===== src/rtl/rtpfua_pkg.sv =====
// Shared types, constants and codes for the RTP H.264 FU-A packetizer.
// No dependencies; every other file of the block imports this package.
package rtpfua_pkg;

   // Field and register widths
   localparam int LEN_W      = 16;  // unit length and byte position
   localparam int LIMIT_W    = 12;  // payload limit and fragment fill
   localparam int PT_W       = 7;
   localparam int WORD_W     = 32;  // timestamp, SSRC, widest register
   localparam int SEQ_W      = 16;
   localparam int ACTION_W   = 2;
   localparam int CSR_IDX_W  = 2;

   // Input action codes
   localparam logic [ACTION_W-1:0] ACT_NAL_BYTE = 2'd0;
   localparam logic [ACTION_W-1:0] ACT_SET_TS   = 2'd1;
   localparam logic [ACTION_W-1:0] ACT_ADD_TS   = 2'd2;

   // Configuration register indexes
   localparam logic [CSR_IDX_W-1:0] CSR_MAX_PAYLOAD  = 2'd0;
   localparam logic [CSR_IDX_W-1:0] CSR_PAYLOAD_TYPE = 2'd1;
   localparam logic [CSR_IDX_W-1:0] CSR_SSRC_ID      = 2'd2;

   // Register reset values
   localparam logic [LIMIT_W-1:0] MAX_PAYLOAD_RST  = 12'd1200;
   localparam logic [PT_W-1:0]    PAYLOAD_TYPE_RST = 7'd96;
   localparam logic [WORD_W-1:0]  SSRC_ID_RST      = 32'h1357_9BDF;
   localparam logic [SEQ_W-1:0]   SEQ_RST          = 16'd1;

   // Packet format constants
   localparam logic [LEN_W-1:0]   START_CODE_BYTES = 16'd4;
   localparam logic [LIMIT_W-1:0] MIN_LIMIT        = 12'd3;
   localparam logic [LIMIT_W-1:0] FU_OVERHEAD      = 12'd2;
   localparam logic [7:0] RTP_VERSION_BYTE = 8'h80;
   localparam logic [7:0] NRI_MASK         = 8'hE0;
   localparam logic [7:0] FU_A_TYPE        = 8'd28;
   localparam logic [7:0] FU_START_BIT     = 8'h80;
   localparam logic [7:0] FU_END_BIT       = 8'h40;
   localparam logic [7:0] NAL_TYPE_MASK    = 8'h1F;

   // Job queue between front and back
   localparam int QUEUE_DEPTH = 4;
   localparam int QPTR_W      = 2;
   localparam int QCNT_W      = 3;

   // Byte cursor of the back end: header 0..11, FU bytes 12..13, data 14
   localparam int CUR_W = 4;
   localparam logic [CUR_W-1:0] CUR_HDR_LAST = 4'd11;
   localparam logic [CUR_W-1:0] CUR_FU_IND   = 4'd12;
   localparam logic [CUR_W-1:0] CUR_FU_HDR   = 4'd13;
   localparam logic [CUR_W-1:0] CUR_DATA     = 4'd14;

   // One queued job: optional RTP header, optional FU bytes, one data byte
   typedef struct packed {
      logic              has_hdr;
      logic              has_fu;
      logic              marker;
      logic [SEQ_W-1:0]  seq;
      logic [WORD_W-1:0] ts;
      logic [7:0]        fu_ind;
      logic [7:0]        fu_hdr;
      logic [7:0]        data;
      logic              pkt_end;
   } job_type;

endpackage


===== src/rtl/rtpfua_front.sv =====
// Front end: accepts transactions, tracks unit and fragment state, and
// turns each payload byte into a job. Depends on rtpfua_pkg.
module rtpfua_front import rtpfua_pkg::*; (
   input  logic                clock,
   input  logic                reset,
   input  logic                accept,
   input  logic [ACTION_W-1:0] action,
   input  logic [7:0]          data_byte,
   input  logic                nal_start,
   input  logic [LEN_W-1:0]    nal_length,
   input  logic                frame_mark,
   input  logic [WORD_W-1:0]   ts_value,
   input  logic [LIMIT_W-1:0]  max_payload,
   output logic                job_push,
   output job_type             job
);

   logic [SEQ_W-1:0]   seq_ff, seq_in;
   logic [WORD_W-1:0]  ts_ff, ts_in;
   logic [LEN_W-1:0]   bpos_ff, bpos_in;
   logic [LEN_W-1:0]   ulen_ff, ulen_in;
   logic [7:0]         nalh_ff, nalh_in;
   logic               mark_ff, mark_in;
   logic               frag_ff, frag_in;
   logic               active_ff, active_in;
   logic [LIMIT_W-1:0] fill_ff, fill_in;

   logic [LIMIT_W-1:0] limit;
   logic [LIMIT_W-1:0] cap;
   logic [LEN_W-1:0]   off;
   logic [LEN_W-1:0]   nlen;
   logic [LIMIT_W-1:0] fill_next;
   logic               last_byte;
   logic               last_frag;

   // Effective payload limit and fragment capacity
   assign limit = (max_payload < MIN_LIMIT) ? MIN_LIMIT : max_payload;
   assign cap   = limit - FU_OVERHEAD;

   // Classification and state update for one transaction
   always_comb begin
      seq_in    = seq_ff;
      ts_in     = ts_ff;
      bpos_in   = bpos_ff;
      ulen_in   = ulen_ff;
      nalh_in   = nalh_ff;
      mark_in   = mark_ff;
      frag_in   = frag_ff;
      active_in = active_ff;
      fill_in   = fill_ff;
      job_push  = 1'b0;
      job       = '0;
      job.seq   = seq_ff;
      job.ts    = ts_ff;
      job.data  = data_byte;
      off       = '0;
      nlen      = '0;
      fill_next = '0;
      last_byte = 1'b0;
      last_frag = 1'b0;
      if (accept) begin
         case (action)
            ACT_SET_TS: ts_in = ts_value;
            ACT_ADD_TS: ts_in = ts_ff + ts_value;
            ACT_NAL_BYTE: begin
               // New unit: latch length and mark, decide fragmentation
               if (nal_start) begin
                  ulen_in   = nal_length;
                  mark_in   = frame_mark;
                  bpos_in   = '0;
                  fill_in   = '0;
                  active_in = nal_length >= (START_CODE_BYTES + 16'd1);
                  frag_in   = active_in &&
                              ((nal_length - START_CODE_BYTES) > {4'b0, limit});
               end
               if (active_in && (bpos_in < ulen_in)) begin
                  off       = bpos_in - START_CODE_BYTES;
                  nlen      = ulen_in - START_CODE_BYTES;
                  last_byte = ({1'b0, off} + 17'd1) >= {1'b0, nlen};
                  if (bpos_in >= START_CODE_BYTES) begin
                     if (!frag_in) begin
                        // Single packet: header ahead of the first byte
                        job_push    = 1'b1;
                        job.has_hdr = (off == '0);
                        job.marker  = mark_in;
                        job.pkt_end = last_byte;
                        if (off == '0) seq_in = seq_ff + 16'd1;
                     end else if (off == '0) begin
                        // NAL header byte is folded into the FU bytes
                        nalh_in = data_byte;
                     end else begin
                        job_push = 1'b1;
                        if (fill_in == '0) begin
                           last_frag   = (nlen - off) <= {4'b0, cap};
                           job.has_hdr = 1'b1;
                           job.has_fu  = 1'b1;
                           job.marker  = last_frag && mark_in;
                           job.fu_ind  = (nalh_in & NRI_MASK) | FU_A_TYPE;
                           job.fu_hdr  = ((off == 16'd1) ? FU_START_BIT : 8'h00) |
                                         (last_frag ? FU_END_BIT : 8'h00) |
                                         (nalh_in & NAL_TYPE_MASK);
                           seq_in      = seq_ff + 16'd1;
                        end
                        fill_next   = fill_in + 12'd1;
                        job.pkt_end = (fill_next >= cap) || last_byte;
                        fill_in     = job.pkt_end ? '0 : fill_next;
                     end
                  end
                  bpos_in = bpos_in + 16'd1;
               end
            end
            default: ;
         endcase
      end
   end

   // State registers
   always_ff @(posedge clock) begin
      if (reset) begin
         seq_ff    <= SEQ_RST;
         ts_ff     <= '0;
         bpos_ff   <= '0;
         ulen_ff   <= '0;
         nalh_ff   <= '0;
         mark_ff   <= 1'b0;
         frag_ff   <= 1'b0;
         active_ff <= 1'b0;
         fill_ff   <= '0;
      end else begin
         seq_ff    <= seq_in;
         ts_ff     <= ts_in;
         bpos_ff   <= bpos_in;
         ulen_ff   <= ulen_in;
         nalh_ff   <= nalh_in;
         mark_ff   <= mark_in;
         frag_ff   <= frag_in;
         active_ff <= active_in;
         fill_ff   <= fill_in;
      end
   end

endmodule


===== src/rtl/rtpfua_fifo.sv =====
// Short job queue that decouples the front end from the byte serializer.
// Depends on rtpfua_pkg for job_type and the queue depth.
module rtpfua_fifo import rtpfua_pkg::*; (
   input  logic    clock,
   input  logic    reset,
   input  logic    wr_en,
   input  job_type wr_job,
   input  logic    rd_en,
   output job_type rd_job,
   output logic    q_full,
   output logic    q_empty
);

   job_type            mem_ff [QUEUE_DEPTH];
   logic [QPTR_W-1:0]  wptr_ff, wptr_in;
   logic [QPTR_W-1:0]  rptr_ff, rptr_in;
   logic [QCNT_W-1:0]  cnt_ff, cnt_in;
   logic               do_wr, do_rd;

   assign q_full  = (cnt_ff == QCNT_W'(QUEUE_DEPTH));
   assign q_empty = (cnt_ff == '0);
   assign do_wr   = wr_en && !q_full;
   assign do_rd   = rd_en && !q_empty;
   assign rd_job  = mem_ff[rptr_ff];

   // Pointer and count update
   always_comb begin
      wptr_in = do_wr ? wptr_ff + QPTR_W'(1) : wptr_ff;
      rptr_in = do_rd ? rptr_ff + QPTR_W'(1) : rptr_ff;
      cnt_in  = cnt_ff + QCNT_W'(do_wr) - QCNT_W'(do_rd);
   end

   always_ff @(posedge clock) begin
      if (reset) begin
         wptr_ff <= '0;
         rptr_ff <= '0;
         cnt_ff  <= '0;
      end else begin
         wptr_ff <= wptr_in;
         rptr_ff <= rptr_in;
         cnt_ff  <= cnt_in;
      end
   end

   // Job storage, no reset needed
   always_ff @(posedge clock) begin
      if (do_wr) mem_ff[wptr_ff] <= wr_job;
   end

endmodule


===== src/rtl/rtpfua_back.sv =====
// Back end: walks the job at the queue head byte by byte onto the result
// ports. Depends on rtpfua_pkg.
module rtpfua_back import rtpfua_pkg::*; (
   input  logic              clock,
   input  logic              reset,
   input  job_type           head,
   input  logic              head_valid,
   input  logic              pop,
   input  logic [PT_W-1:0]   payload_type,
   input  logic [WORD_W-1:0] ssrc_id,
   output logic              deq,
   output logic [7:0]        out_byte,
   output logic              packet_first,
   output logic              packet_end,
   output logic              run_last
);

   logic [CUR_W-1:0] cur_ff, cur_in;
   logic [CUR_W-1:0] pos;
   logic             step;

   // Jobs without a header go straight to the data byte
   assign pos  = head.has_hdr ? cur_ff : CUR_DATA;
   assign step = pop && head_valid;
   assign deq  = step && (pos == CUR_DATA);

   // Byte select
   always_comb begin
      case (pos)
         4'd0:         out_byte = RTP_VERSION_BYTE;
         4'd1:         out_byte = {head.marker, payload_type};
         4'd2:         out_byte = head.seq[15:8];
         4'd3:         out_byte = head.seq[7:0];
         4'd4:         out_byte = head.ts[31:24];
         4'd5:         out_byte = head.ts[23:16];
         4'd6:         out_byte = head.ts[15:8];
         4'd7:         out_byte = head.ts[7:0];
         4'd8:         out_byte = ssrc_id[31:24];
         4'd9:         out_byte = ssrc_id[23:16];
         4'd10:        out_byte = ssrc_id[15:8];
         CUR_HDR_LAST: out_byte = ssrc_id[7:0];
         CUR_FU_IND:   out_byte = head.fu_ind;
         CUR_FU_HDR:   out_byte = head.fu_hdr;
         CUR_DATA:     out_byte = head.data;
         default:      out_byte = head.data;
      endcase
   end

   assign packet_first = (pos == '0);
   assign packet_end   = (pos == CUR_DATA) && head.pkt_end;
   assign run_last     = (pos == CUR_DATA);

   // Cursor advance
   always_comb begin
      cur_in = cur_ff;
      if (step) begin
         if (pos == CUR_DATA) begin
            cur_in = '0;
         end else if (pos == CUR_HDR_LAST && !head.has_fu) begin
            cur_in = CUR_DATA;
         end else begin
            cur_in = cur_ff + 4'd1;
         end
      end
   end

   always_ff @(posedge clock) begin
      if (reset) begin
         cur_ff <= '0;
      end else begin
         cur_ff <= cur_in;
      end
   end

endmodule


===== src/rtl/rtp_h264_fua_packetizer_unit.sv =====
// Top level of the RTP H.264 FU-A packetizer: configuration registers,
// front end, job queue and byte serializer. Depends on rtpfua_pkg.
//
// Takes one transaction per cycle unless full (Annex B byte or timestamp action)
// and delivers the packet stream one byte per cycle while pop is high. A payload
// byte that opens a packet yields 13 result bytes (single packet) or 15 (FU-A
// fragment), any other payload byte yields one, so input stalls while the
// serializer works through a header; the four-entry job queue between front end
// and serializer sets how far the input can run ahead. Start-code bytes, the NAL
// header byte of a fragmented unit, stray bytes and timestamp actions yield no
// result. Write configuration only while idle; the block does not enforce it.
module rtp_h264_fua_packetizer_unit import rtpfua_pkg::*; (
   input  logic                 clock,
   input  logic                 reset,
   // input channel
   input  logic                 push,
   output logic                 full,
   input  logic [ACTION_W-1:0]  req_action,
   input  logic [7:0]           req_data_byte,
   input  logic                 req_nal_start,
   input  logic [LEN_W-1:0]     req_nal_length,
   input  logic                 req_frame_mark,
   input  logic [WORD_W-1:0]    req_ts_value,
   // result channel
   output logic                 empty,
   input  logic                 pop,
   output logic [7:0]           rsp_out_byte,
   output logic                 rsp_packet_first,
   output logic                 rsp_packet_end,
   output logic                 rsp_run_last,
   // configuration port
   input  logic                 csr_wr_en,
   input  logic [CSR_IDX_W-1:0] csr_index,
   input  logic [WORD_W-1:0]    csr_wdata
);

   logic [LIMIT_W-1:0] max_payload_ff;
   logic [PT_W-1:0]    payload_type_ff;
   logic [WORD_W-1:0]  ssrc_id_ff;

   logic    accept;
   logic    job_push;
   job_type job_wr;
   job_type job_head;
   logic    q_full, q_empty;
   logic    deq;

   // Configuration registers
   always_ff @(posedge clock) begin
      if (reset) begin
         max_payload_ff  <= MAX_PAYLOAD_RST;
         payload_type_ff <= PAYLOAD_TYPE_RST;
         ssrc_id_ff      <= SSRC_ID_RST;
      end else if (csr_wr_en) begin
         case (csr_index)
            CSR_MAX_PAYLOAD:  max_payload_ff  <= csr_wdata[LIMIT_W-1:0];
            CSR_PAYLOAD_TYPE: payload_type_ff <= csr_wdata[PT_W-1:0];
            CSR_SSRC_ID:      ssrc_id_ff      <= csr_wdata;
            default: ;
         endcase
      end
   end

   assign full   = q_full;
   assign empty  = q_empty;
   assign accept = push && !q_full;

   rtpfua_front u_front (
      .clock       (clock),
      .reset       (reset),
      .accept      (accept),
      .action      (req_action),
      .data_byte   (req_data_byte),
      .nal_start   (req_nal_start),
      .nal_length  (req_nal_length),
      .frame_mark  (req_frame_mark),
      .ts_value    (req_ts_value),
      .max_payload (max_payload_ff),
      .job_push    (job_push),
      .job         (job_wr)
   );

   rtpfua_fifo u_fifo (
      .clock   (clock),
      .reset   (reset),
      .wr_en   (job_push),
      .wr_job  (job_wr),
      .rd_en   (deq),
      .rd_job  (job_head),
      .q_full  (q_full),
      .q_empty (q_empty)
   );

   rtpfua_back u_back (
      .clock        (clock),
      .reset        (reset),
      .head         (job_head),
      .head_valid   (!q_empty),
      .pop          (pop),
      .payload_type (payload_type_ff),
      .ssrc_id      (ssrc_id_ff),
      .deq          (deq),
      .out_byte     (rsp_out_byte),
      .packet_first (rsp_packet_first),
      .packet_end   (rsp_packet_end),
      .run_last     (rsp_run_last)
   );

endmodule


===== config.mk =====
export PLATFORM = sky130hd
export DESIGN_NAME = rtp_h264_fua_packetizer_unit
export DESIGN_NICKNAME = d
export VERILOG_FILES = /design/src/rtl/rtpfua_pkg.sv /design/src/rtl/rtpfua_front.sv /design/src/rtl/rtpfua_fifo.sv /design/src/rtl/rtpfua_back.sv /design/src/rtl/rtp_h264_fua_packetizer_unit.sv
export SDC_FILE = /design/constraint.sdc
export NUM_CORES = 1
export LEC_CHECK = 0
export BUFFER_PORTS_ARGS = -buffer_cell sky130_fd_sc_hd__buf_2
export CAP_MARGIN = 20
export CORE_ASPECT_RATIO = 2
export CORE_MARGIN = 2
export CORE_UTILIZATION = 35
export DETAILED_ROUTE_END_ITERATION = 10
export PLACE_DENSITY = 0.55
export SETUP_SLACK_MARGIN = 0.1
export SYNTH_ARGS = -nofsm -noshare
export SYNTH_HDL_FRONTEND = slang
export SYNTH_SLANG_ARGS = --single-unit

===== constraint.sdc =====
create_clock -name clock -period 8.82 [get_ports clock]
set_input_delay 0.882 -clock clock [delete_from_list [all_inputs] [get_ports clock]]
set_output_delay 0.882 -clock clock [all_outputs]
set_load 0.02 [all_outputs]

==> impl_metrics.json, run 1 <==
{
  "pin_count": 112,
  "setup_viol": 0,
  "yosysWarningCount": 0,
  "ys_seq_area_share_pct": 49.64,
  "cp_cell_sequence": "buf_2, buf_4, mux2i_1, ha_1, inv_1, ha_1, a21oi_1, o21bai_1, maj3_1, a221oi_1, a21oi_1, xor2_1, ha_1, o21ai_0, nand2b_1, a21oi_1, nand2_1, maj3_1, a21o_1, o21ai_0, a41oi_1, nor4_1",
  "ant_nets": 0,
  "finalSetupTns_ns": 0,
  "tritoncts": "built",
  "clkLatencyLatePin_ns": 0.58,
  "ys.flop_type": "edfxtp_1",
  "gp_congestion": 0.9551,
  "grt_pass1_wl_mm": 107.4,
  "skew_ns": 0.04072,
  "dp_hpwl_mm": 53.63,
  "crit_buf_inv": 3,
  "areaGrowthSynthToFinish_pct": 12.24,
  "cts_made_buffers": 42,
  "ctsHtreeMaxLevel": 2,
  "synth.area.mux_share_pct": 9.741,
  "leakage_nw": 9.783,
  "avgSynthCellArea_um2": 11.18,
  "synth_top_area_share_pct": 35.52,
  "max_cap_viol_count": 0,
  "synthAdderAreaFrac_pct": 7.114,
  "synth.area.top_cells": "edfxtp_1 36%, dfxtp_1 14%, mux4_2 6.7%",
  "fmax_ghz": 0.1639,
  "overflow": 0,
  "die_w_um": 187.9,
  "slew_violations": 0,
  "vdd_drop_max_uv": 211.2,
  "cpPeakStageDelay_ns": 0.58,
  "grt_max_degree": 106,
  "slew_headroom_pct": 29.63,
  "yosysTopAreaCell": "edfxtp_1",
  "die_h_um": 371.8,
  "post_cts_buffers": 0,
  "coreArea_mm2": 0.06690,
  "cts.sinks": 447,
  "syn_area_mm2": 0.02367,
  "drc": 0,
  "drt_wl_total_mm": 71.70,
  "synth_xor_area_share_pct": 4.958,
  "die-area_mm2": 0.06986,
  "synth_cell_types": 82,
  "synth_top_family_by_area": "simple AND/OR/NAND/NOR gates",
  "synth-seq-cells": 447,
  "drt-initial-drc-count": 1068,
  "worst_setup_path_start_kind": "input port",
  "synth_cells": 2117,
  "synthArstFlopShare_pct": 0,
  "post-synth-top-count-cell": "edfxtp_1",
  "drive_gt1_share_pct": 13.95,
  "clkSlewWorstSetupHoldPaths_ns": 0.07,
  "power.density_mw_per_mm2": 171.3,
  "clk_path_buf_depth": 3,
  "cp.arrival_ns": 6.39,
  "fillCellCount": 6392,
  "hold_buffers": 0,
  "worstMarginPinSlew_ns": 1.047,
  "synth_fp_nets": 2344,
  "wire_per_inst_um": 22.97,
  "root_buffer": "clkbuf_16",
  "critical_path_required_ns": 9.11,
  "grt_usage_pct": 20.35,
  "cts-resized-gates": 0,
  "nets": 2430,
  "port_buffers": 111,
  "grt_pass1_vias": 17491,
  "route.vias.total": 17057,
  "floorplan.initialDensity_pct": 35.39,
  "min_period_ns": 6.100,
  "crit_path_end_kind": "register",
  "ys_top_cells_by_count": "280 x edfxtp_1, 193 x nor2_1, 178 x nand2_1",
  "yosys.area_share.simple_pct": 13.72,
  "antenna_found_initial": 4,
  "crit_slowest_cell": "buf_4",
  "grt_setup_unrepaired": "no",
  "synth_edf_count": 280,
  "hold_violations": 0,
  "hold_class": "reg2reg",
  "crit_fanout": 49,
  "crit_family": "adder cells",
  "viasPerCell": 5.463,
  "finalPower_mw": 4.550,
  "period_share_pct": 69.16,
  "rows": 134,
  "status": "finished clean",
  "worst-setup-path-type": "in2reg",
  "synth_compound_area_share_pct": 11.74,
  "drt_first_pass_iters": 5
}
==> metrics by stage <==
step | util, % | hold WS, ns | cell area (um2) | worst slack, ns | cells
finish | 39.72 | 0.4533 | 26570 | 2.720 | 3122
global route | 39.72 | 0.4818 | 26570 | 2.320 | 3122
CTS | 39.66 | 0.4570 | 26530 | 2.677 | 3118
detailed placement | 37.66 | 0.4474 | 25200 | 2.111 | 3041
global placement | 37.66 | 0.4416 | 25200 | 2.265 | 3041
floorplan | - | 0.4347 | 23670 | 1.230 | 2117
==> sequential cells by signal, summed over array words and instances (netlist names), named ones only <==
name / count
u_fifo.wptr_ff: 2
u_front.ulen_ff: 16
u_front.fill_ff: 12
max_payload_ff: 12
u_front.mark_ff: 1
u_fifo.rptr_ff: 2
u_front.bpos_ff: 16
u_back.cur_ff: 4
u_front.frag_ff: 1
u_fifo.cnt_ff: 3
u_front.ts_ff: 32
payload_type_ff: 7
u_fifo.mem_ff: 280
u_front.seq_ff: 16
ssrc_id_ff: 32
u_front.active_ff: 1
u_front.nalh_ff: 8
==> worst paths after layout <==
kind / startpoint / endpoint / slack [ns] / cells past startpoint
min: u_front.mark_ff / u_front.mark_ff / 0.45 / 2
max: req_nal_start / u_fifo.mem_ff[3][73] / 2.72 / 22
min reg2reg: u_front.mark_ff / u_front.mark_ff / 0.45 / 2
max reg2reg: u_front.bpos_ff[2] / u_fifo.mem_ff[3][73] / 3.13 / 23
==> kinds of logic after synthesis <==
group | after synthesis
AND/OR/NAND/NOR | 664
flip-flops | 447
AO/OA/AOI/OAI | 404
buffers and inverters | 192
multiplexers | 142
XOR/XNOR | 134
adder cells (fa/ha/maj) | 134
==> final cells by class <==
cell class	count	area (um2)	share of cell area, %
diodes	2	5.005	0.01884
clock buffers	57	1190	4.478
clock inverters	20	148.9	0.5604
inverters	95	356.6	1.342
multi-input cells	1478	11220	42.22
flip-flops and latches	447	11760	44.26
well taps	884	1106	4.163
repair buffers	139	788.3	2.967
==> worst register-to-register path: cells and delay by family (launching register included) <==
kind / cells / cell delay, ns
AOI/OAI and AO/OA: 7 / 1.13
xor gates and xnor gates: 2 / 0.50
adders and majority gates: 5 / 1.81
buffers and inverters: 3 / 0.39
DFF: 1 / 0.43
and+or+nand+nor: 6 / 1.16
==> layer usage <==
layer	up-vias	share of wire, %	global-route usage, %
met1	8408	35	20.71
met5	-	0	0
met2	433	56	40.60
met4	0	5.3	10.60
met3	144	3.3	1.817
li1	8072	-	-
==> power by group <==
| group | total (mW) | switching [mW] | internal, mW | leakage (nW) |
|---|---|---|---|---|
| combinational | 0.466 | 0.277 | 0.190 | 5.21 |
| sequential | 2.28 | 0.0420 | 2.24 | 3.92 |
| clock | 1.80 | 0.816 | 0.984 | 0.649 |
| total | 4.55 | 1.13 | 3.42 | 9.78 |
==> layout by cell type (no fill, tap or decap), types with 53 or more instances in the layout <==
cell / count
xnor2_1: 82
nand2_1: 178
dfxtp_1: 165
inv_1: 95
mux4_2: 70
ha_1: 124
nor2_1: 193
edfxtp_1: 280
mux2i_1: 65
a211oi_1: 53
buf_2: 110
a21oi_1: 106
(Power assumes the default switching activity.)
==> inputs of run 2 (changes only) <==
- PLACE_DENSITY: 0.55 -> 0.57
- clock period: 8.82 -> 5.21 ns (I/O delays scaled with it)
==> run 2 against run 1 <==
  * Non-clock buffer count increased by 68
  * Power up 81%
  * Final area rose by 3.7%
  * Critical path depth stayed put
  * Hold slack worse by 0.30 ns
  * Largest power group unchanged
==> impl_metrics.json, run 2 (synthesis gave the netlist of run 1 again) <==
{
  "overflow": 0,
  "drt_first_pass_iters": 7,
  "viasPerCell": 5.468,
  "largest_reg_flops": 280,
  "slew_violations": 0,
  "postPlaceCellArea_mm2": 0.02591,
  "antenna_found_initial": 1,
  "grt_pass1_vias": 17915,
  "critical_path_required_ns": 5.58,
  "drt_wl_total_mm": 72.72,
  "worst_setup_path_start_kind": "register",
  "cp.depth": 22,
  "nets": 2499,
  "post_cts_buffers": 0,
  "gp_congestion": 0.9237,
  "drt-initial-drc-count": 1208,
  "route.vias.total": 17453,
  "clkLatencyLatePin_ns": 0.59,
  "tritoncts": "built",
  "period_share_pct": 91.63,
  "crit_family": "adder cells",
  "dp_hpwl_mm": 55.69,
  "crit_slowest_cell": "dfxtp_1",
  "grt_usage_pct": 20.76,
  "floorplan.initialDensity_pct": 35.39,
  "clkSlewWorstSetupHoldPaths_ns": 0.07,
  "grt_pass1_wl_mm": 109.5,
  "drc": 0,
  "drive_gt1_share_pct": 17.56,
  "cp.arrival_ns": 5.15,
  "rows": 134,
  "hold_violations": 0,
  "leakage_nw": 10.27,
  "min_period_ns": 4.774,
  "ant_nets": 0,
  "crit_path_end_kind": "register",
  "final_cell_area_mm2": 0.02754,
  "fillCellCount": 6427,
  "r2r-end": "u_fifo.mem_ff[2][73]",
  "fin_util_pct": 41.17,
  "cts-resized-gates": 0,
  "wire_per_inst_um": 22.78,
  "worst-setup-path-type": "reg2reg",
  "vdd_drop_max_uv": 238.1,
  "slew_headroom_pct": 32.78,
  "ff2ff_path_depth": 22,
  "coreArea_mm2": 0.06690,
  "layout_setup_ws_ns": 0.4363,
  "die-area_mm2": 0.06986,
  "power.density_mw_per_mm2": 298.2,
  "root_buffer": "clkbuf_16",
  "grt_setup_unrepaired": "no",
  "preCtsSetupSlack_ns": -0.1873,
  "hold_class": "in2reg",
  "port_buffers": 111,
  "worstMarginPinSlew_ns": 1.001,
  "regMostFlops": "u_fifo.mem_ff",
  "pin_count": 112,
  "crit_fanout": 8,
  "endpoint": "u_fifo.mem_ff[2][73]",
  "cpPeakStageDelay_ns": 0.56,
  "setup.worst_path.start": "u_front.bpos_ff[2]",
  "skew_ns": 0.02403,
  "max_cap_viol_count": 0,
  "die_w_um": 187.9,
  "status": "finished clean",
  "top_regs": "u_fifo.mem_ff x280, ssrc_id_ff x32, u_front.ts_ff x32",
  "grt_max_degree": 84,
  "hold_depth": 3,
  "fmax_ghz": 0.2095,
  "die_h_um": 371.8,
  "ctsHtreeMaxLevel": 2,
  "final_common_cell": "edfxtp_1",
  "cts_made_buffers": 43,
  "clk_path_buf_depth": 3,
  "hold_buffers": 0,
  "mostFrequentLayoutCells": "280 x edfxtp_1, 193 x nor2_1, 178 x nand2_1",
  "cp_cell_sequence": "nor2b_4, inv_2, ha_4, xor2_2, inv_1, ha_2, or2_4, o22a_1, maj3_2, o21a_1, xnor2_1, ha_1, nor2b_1, o21ai_1, nand2b_1, a21oi_1, nand2_1, maj3_2, a21o_1, o21ai_1, a41oi_1, nor4_4",
  "areaGrowthSynthToFinish_pct": 16.35,
  "crit_buf_inv": 2,
  "worst_r2r_startpoint": "u_front.bpos_ff[2]",
  "cts.sinks": 447,
  "setup_viol": 0,
  "ff2ff_setup_slack_ns": 0.44
}
==> run 2: changes by cell type in the layout (fill, tap and decap cells not counted), sizes merged, moves of 3 or more <==
cell    change
buf        +67
bufinv      +8
clkbuf      -5
inv         +3
==> run 2: worst min-delay path by stage <==
stage | from | slack, ns | end
after global routing | req_data_byte[7] | 0.15 | u_fifo.mem_ff[2][8]
final | csr_wdata[20] | 0.16 | ssrc_id_ff[20]
after global placement | u_front.mark_ff | 0.44 | u_front.mark_ff
after detailed placement | max_payload_ff[0] | 0.45 | max_payload_ff[0]
after floorplan | payload_type_ff[5] | 0.43 | payload_type_ff[5]
after CTS | csr_wdata[20] | 0.12 | ssrc_id_ff[20]
==> run 2: cell type report <==
type,instances,area (um2),share of cell area (%)
flip-flops and latches,447,11760,42.70
repair buffers,207,1418,5.147
clock inverters,29,461.7,1.676
diodes,1,2.502,0.009086
multi-input cells,1478,11310,41.07
well taps,884,1106,4.016
clock buffers,51,1126,4.088
inverters,95,356.6,1.295
==> run 2: metal layers <==
metal / part of all wire [%] / GRT usage, %
met3: 3.1 / 1.648
met4: 6.7 / 12.86
met1: 34 / 20.50
met5: 0 / 0
met2: 56 / 41.37
==> run 2: where the power goes <==
group | internal [mW] | switching (mW) | total (mW) | leakage, nW
registers | 3.79 | 0.0699 | 3.86 | 3.92
logic | 0.344 | 0.474 | 0.819 | 5.58
clock network | 2.04 | 1.49 | 3.53 | 0.764
total | 6.18 | 2.04 | 8.21 | 10.3
==> run 2: stage by stage <==
stage          TNS, ns  cells  hold slack [ns]  total power [mW]
5_1_grt              0   3191           0.1526             8.488
2_1_floorplan   -56.68   2117           0.4347             4.475
4_1_cts              0   3189           0.1212             8.293
3_3_place_gp    -1.216   3109           0.4439             4.736
6_report             0   3192           0.1564             8.213
3_5_place_dp    -1.434   3109           0.4533             4.755
==> run 2: tightest hold or removal path, cell delays in order <==
cell      delay (ns)
buf_2           0.07
nand2_1         0.04
nand3b_1        0.07
==> inputs of run 3 (changes only) <==
- CTS_CLUSTER_SIZE: unset -> 20
- PLACE_DENSITY: 0.57 -> 0.55
- clock period: 5.21 -> 4.89 ns (I/O delays scaled with it)
==> run 3 against run 2 <==
  * Wire length grew 0.77%
  * Hold slack lost 0.029 ns
  * Power grew 4.2%
  * Global-route usage grew 0.24 points
  * Sequential share of layout area shrank 0.76 points
  * Critical path type is now in2reg
  * Critical endpoint is now u_front.seq_ff[15]
==> impl_metrics.json, run 3 (synthesis gave the netlist of run 1 again) <==
{
  "status": "finished clean",
  "min_period_ns": 4.513,
  "setup_viol": 0,
  "die-area_mm2": 0.06986,
  "gp_congestion": 0.9527,
  "grt_pass1_vias": 18412,
  "critical_path_required_ns": 5.39,
  "hold_violations": 0,
  "slew_violations": 0,
  "hold_class": "in2reg",
  "finalSetupTns_ns": 0,
  "skew_ns": 0.02289,
  "leakage_nw": 10.58,
  "final_cells": 3264,
  "postPlaceCellArea_mm2": 0.02649,
  "grt_max_degree": 101,
  "clk_path_buf_depth": 3,
  "areaGrowthSynthToFinish_pct": 18.46,
  "antenna_found_initial": 3,
  "drt_first_pass_iters": 5,
  "timing.hold.ws_ns": 0.1270,
  "cp.arrival_ns": 5.01,
  "dp.cells": 3180,
  "multiInputGateArea_mm2": 0.01133,
  "viasPerCell": 5.405,
  "ant_nets": 0,
  "vdd_drop_max_uv": 302.8,
  "nets": 2570,
  "pin_count": 112,
  "cts.sinks": 447,
  "worst-setup-path-type": "in2reg",
  "power.density_mw_per_mm2": 305.1,
  "final_cell_area_mm2": 0.02804,
  "rows": 134,
  "period_share_pct": 92.30,
  "finalPower_mw": 8.556,
  "drive_gt1_share_pct": 19.97,
  "grt_usage_pct": 21.00,
  "ff2ff_setup_slack_ns": 0.41,
  "die_h_um": 371.8,
  "crit_fanout": 9,
  "max_cap_viol_count": 0,
  "overflow": 0,
  "floorplan.initialDensity_pct": 35.39,
  "worstMarginPinSlew_ns": 0.9345,
  "largest_reg_flops": 280,
  "final_common_cell": "edfxtp_1",
  "slew_headroom_pct": 37.70,
  "drt_wl_total_mm": 73.29,
  "hold_buffers": 0,
  "dp_hpwl_mm": 56.42,
  "drc": 0,
  "clkLatencyLatePin_ns": 0.58,
  "grt_pass1_wl_mm": 110.8,
  "root_buffer": "clkbuf_16",
  "fmax_ghz": 0.2216,
  "port_buffers": 111,
  "fillCellCount": 6301,
  "regMostFlops": "u_fifo.mem_ff",
  "crit_path_end_kind": "register",
  "top_regs": "u_fifo.mem_ff x280, ssrc_id_ff x32, u_front.ts_ff x32",
  "cts_made_buffers": 43,
  "die_w_um": 187.9,
  "mostFrequentLayoutCells": "280 x edfxtp_1, 192 x nor2_1, 178 x nand2_1",
  "coreArea_mm2": 0.06690,
  "grt_setup_unrepaired": "no",
  "drt-initial-drc-count": 945,
  "tritoncts": "built",
  "route.vias.total": 17642,
  "clkSlewWorstSetupHoldPaths_ns": 0.07,
  "ff_latch_area_mm2": 0.01176,
  "ctsHtreeMaxLevel": 2,
  "worst_setup_path_start_kind": "input port",
  "wire_per_inst_um": 22.45
}
==> run 3: power breakdown <==
part / total, mW / switching [mW] / leakage, nW / internal, mW
logic: 0.937 / 0.523 / 5.94 / 0.413
clock network: 3.50 / 1.50 / 0.715 / 2.00
registers: 4.12 / 0.0736 / 3.92 / 4.04
total: 8.56 / 2.10 / 10.6 / 6.46
==> run 3: area by class of cell <==
type / instances / area share (%)
sequential: 447 / 41.94
multi-input combinational: 1478 / 40.41
timing repair buffer: 278 / 7.099
clock buffer: 59 / 4.386
tap: 884 / 3.944
inverter: 95 / 1.272
clock inverter: 21 / 0.9370
antenna: 2 / 0.01785
==> run 3: per-layer routing <==
metal  global-route usage [%]  up-vias  wire length (um)
met5                        0        -                13
met4                    11.78        2              4293
met3                    2.062      166              2133
met2                    42.25      410             41280
met1                    20.62     8718             25560
li1                         -     8346                 -
==> run 3: path summary, 6_finish.rpt <==
kind | from | cells after the start | end
hold / removal | csr_wdata[16] | 3 | ssrc_id_ff[16]
setup reg to reg | u_front.bpos_ff[5] | 19 | u_front.fill_ff[6]
hold reg to reg | max_payload_ff[0] | 2 | max_payload_ff[0]
setup / recovery | req_nal_length[2] | 19 | u_front.seq_ff[15]
==> run 3: repair_timing <==
action | 4_1_cts | 5_1_grt
gates resized for setup | 0 | 5
buffers inserted | 1 | 0
endpoints found under the setup margin | 4 | 25
cloned | 0 | 0
pin swaps | 1 | 0
==> run 3: critical path: stages <==
cell and delay [ns]:
buf_2 0.14, inv_1 0.09, ha_1 0.17, or3b_2 0.52, o31ai_1 0.20, o21ai_0 0.13, ha_1 0.21, a21o_1 0.17
a21o_1 0.19, a211oi_1 0.24, o221ai_1 0.16, a311o_1 0.44, a31oi_4 0.34, mux2_2 0.40, a2111oi_4 0.24, buf_4 0.22
nand4_4 0.15, or3_1 0.39, a21oi_1 0.14
==> run 3: stage by stage <==
step           utilization, %  setup WS [ns]
2_1_floorplan               -        -0.4081
3_3_place_gp            39.60        -0.2486
3_5_place_dp            39.60        -0.3930
4_1_cts                 41.84         0.1641
5_1_grt                 41.91         0.1001
6_report                41.92         0.3767
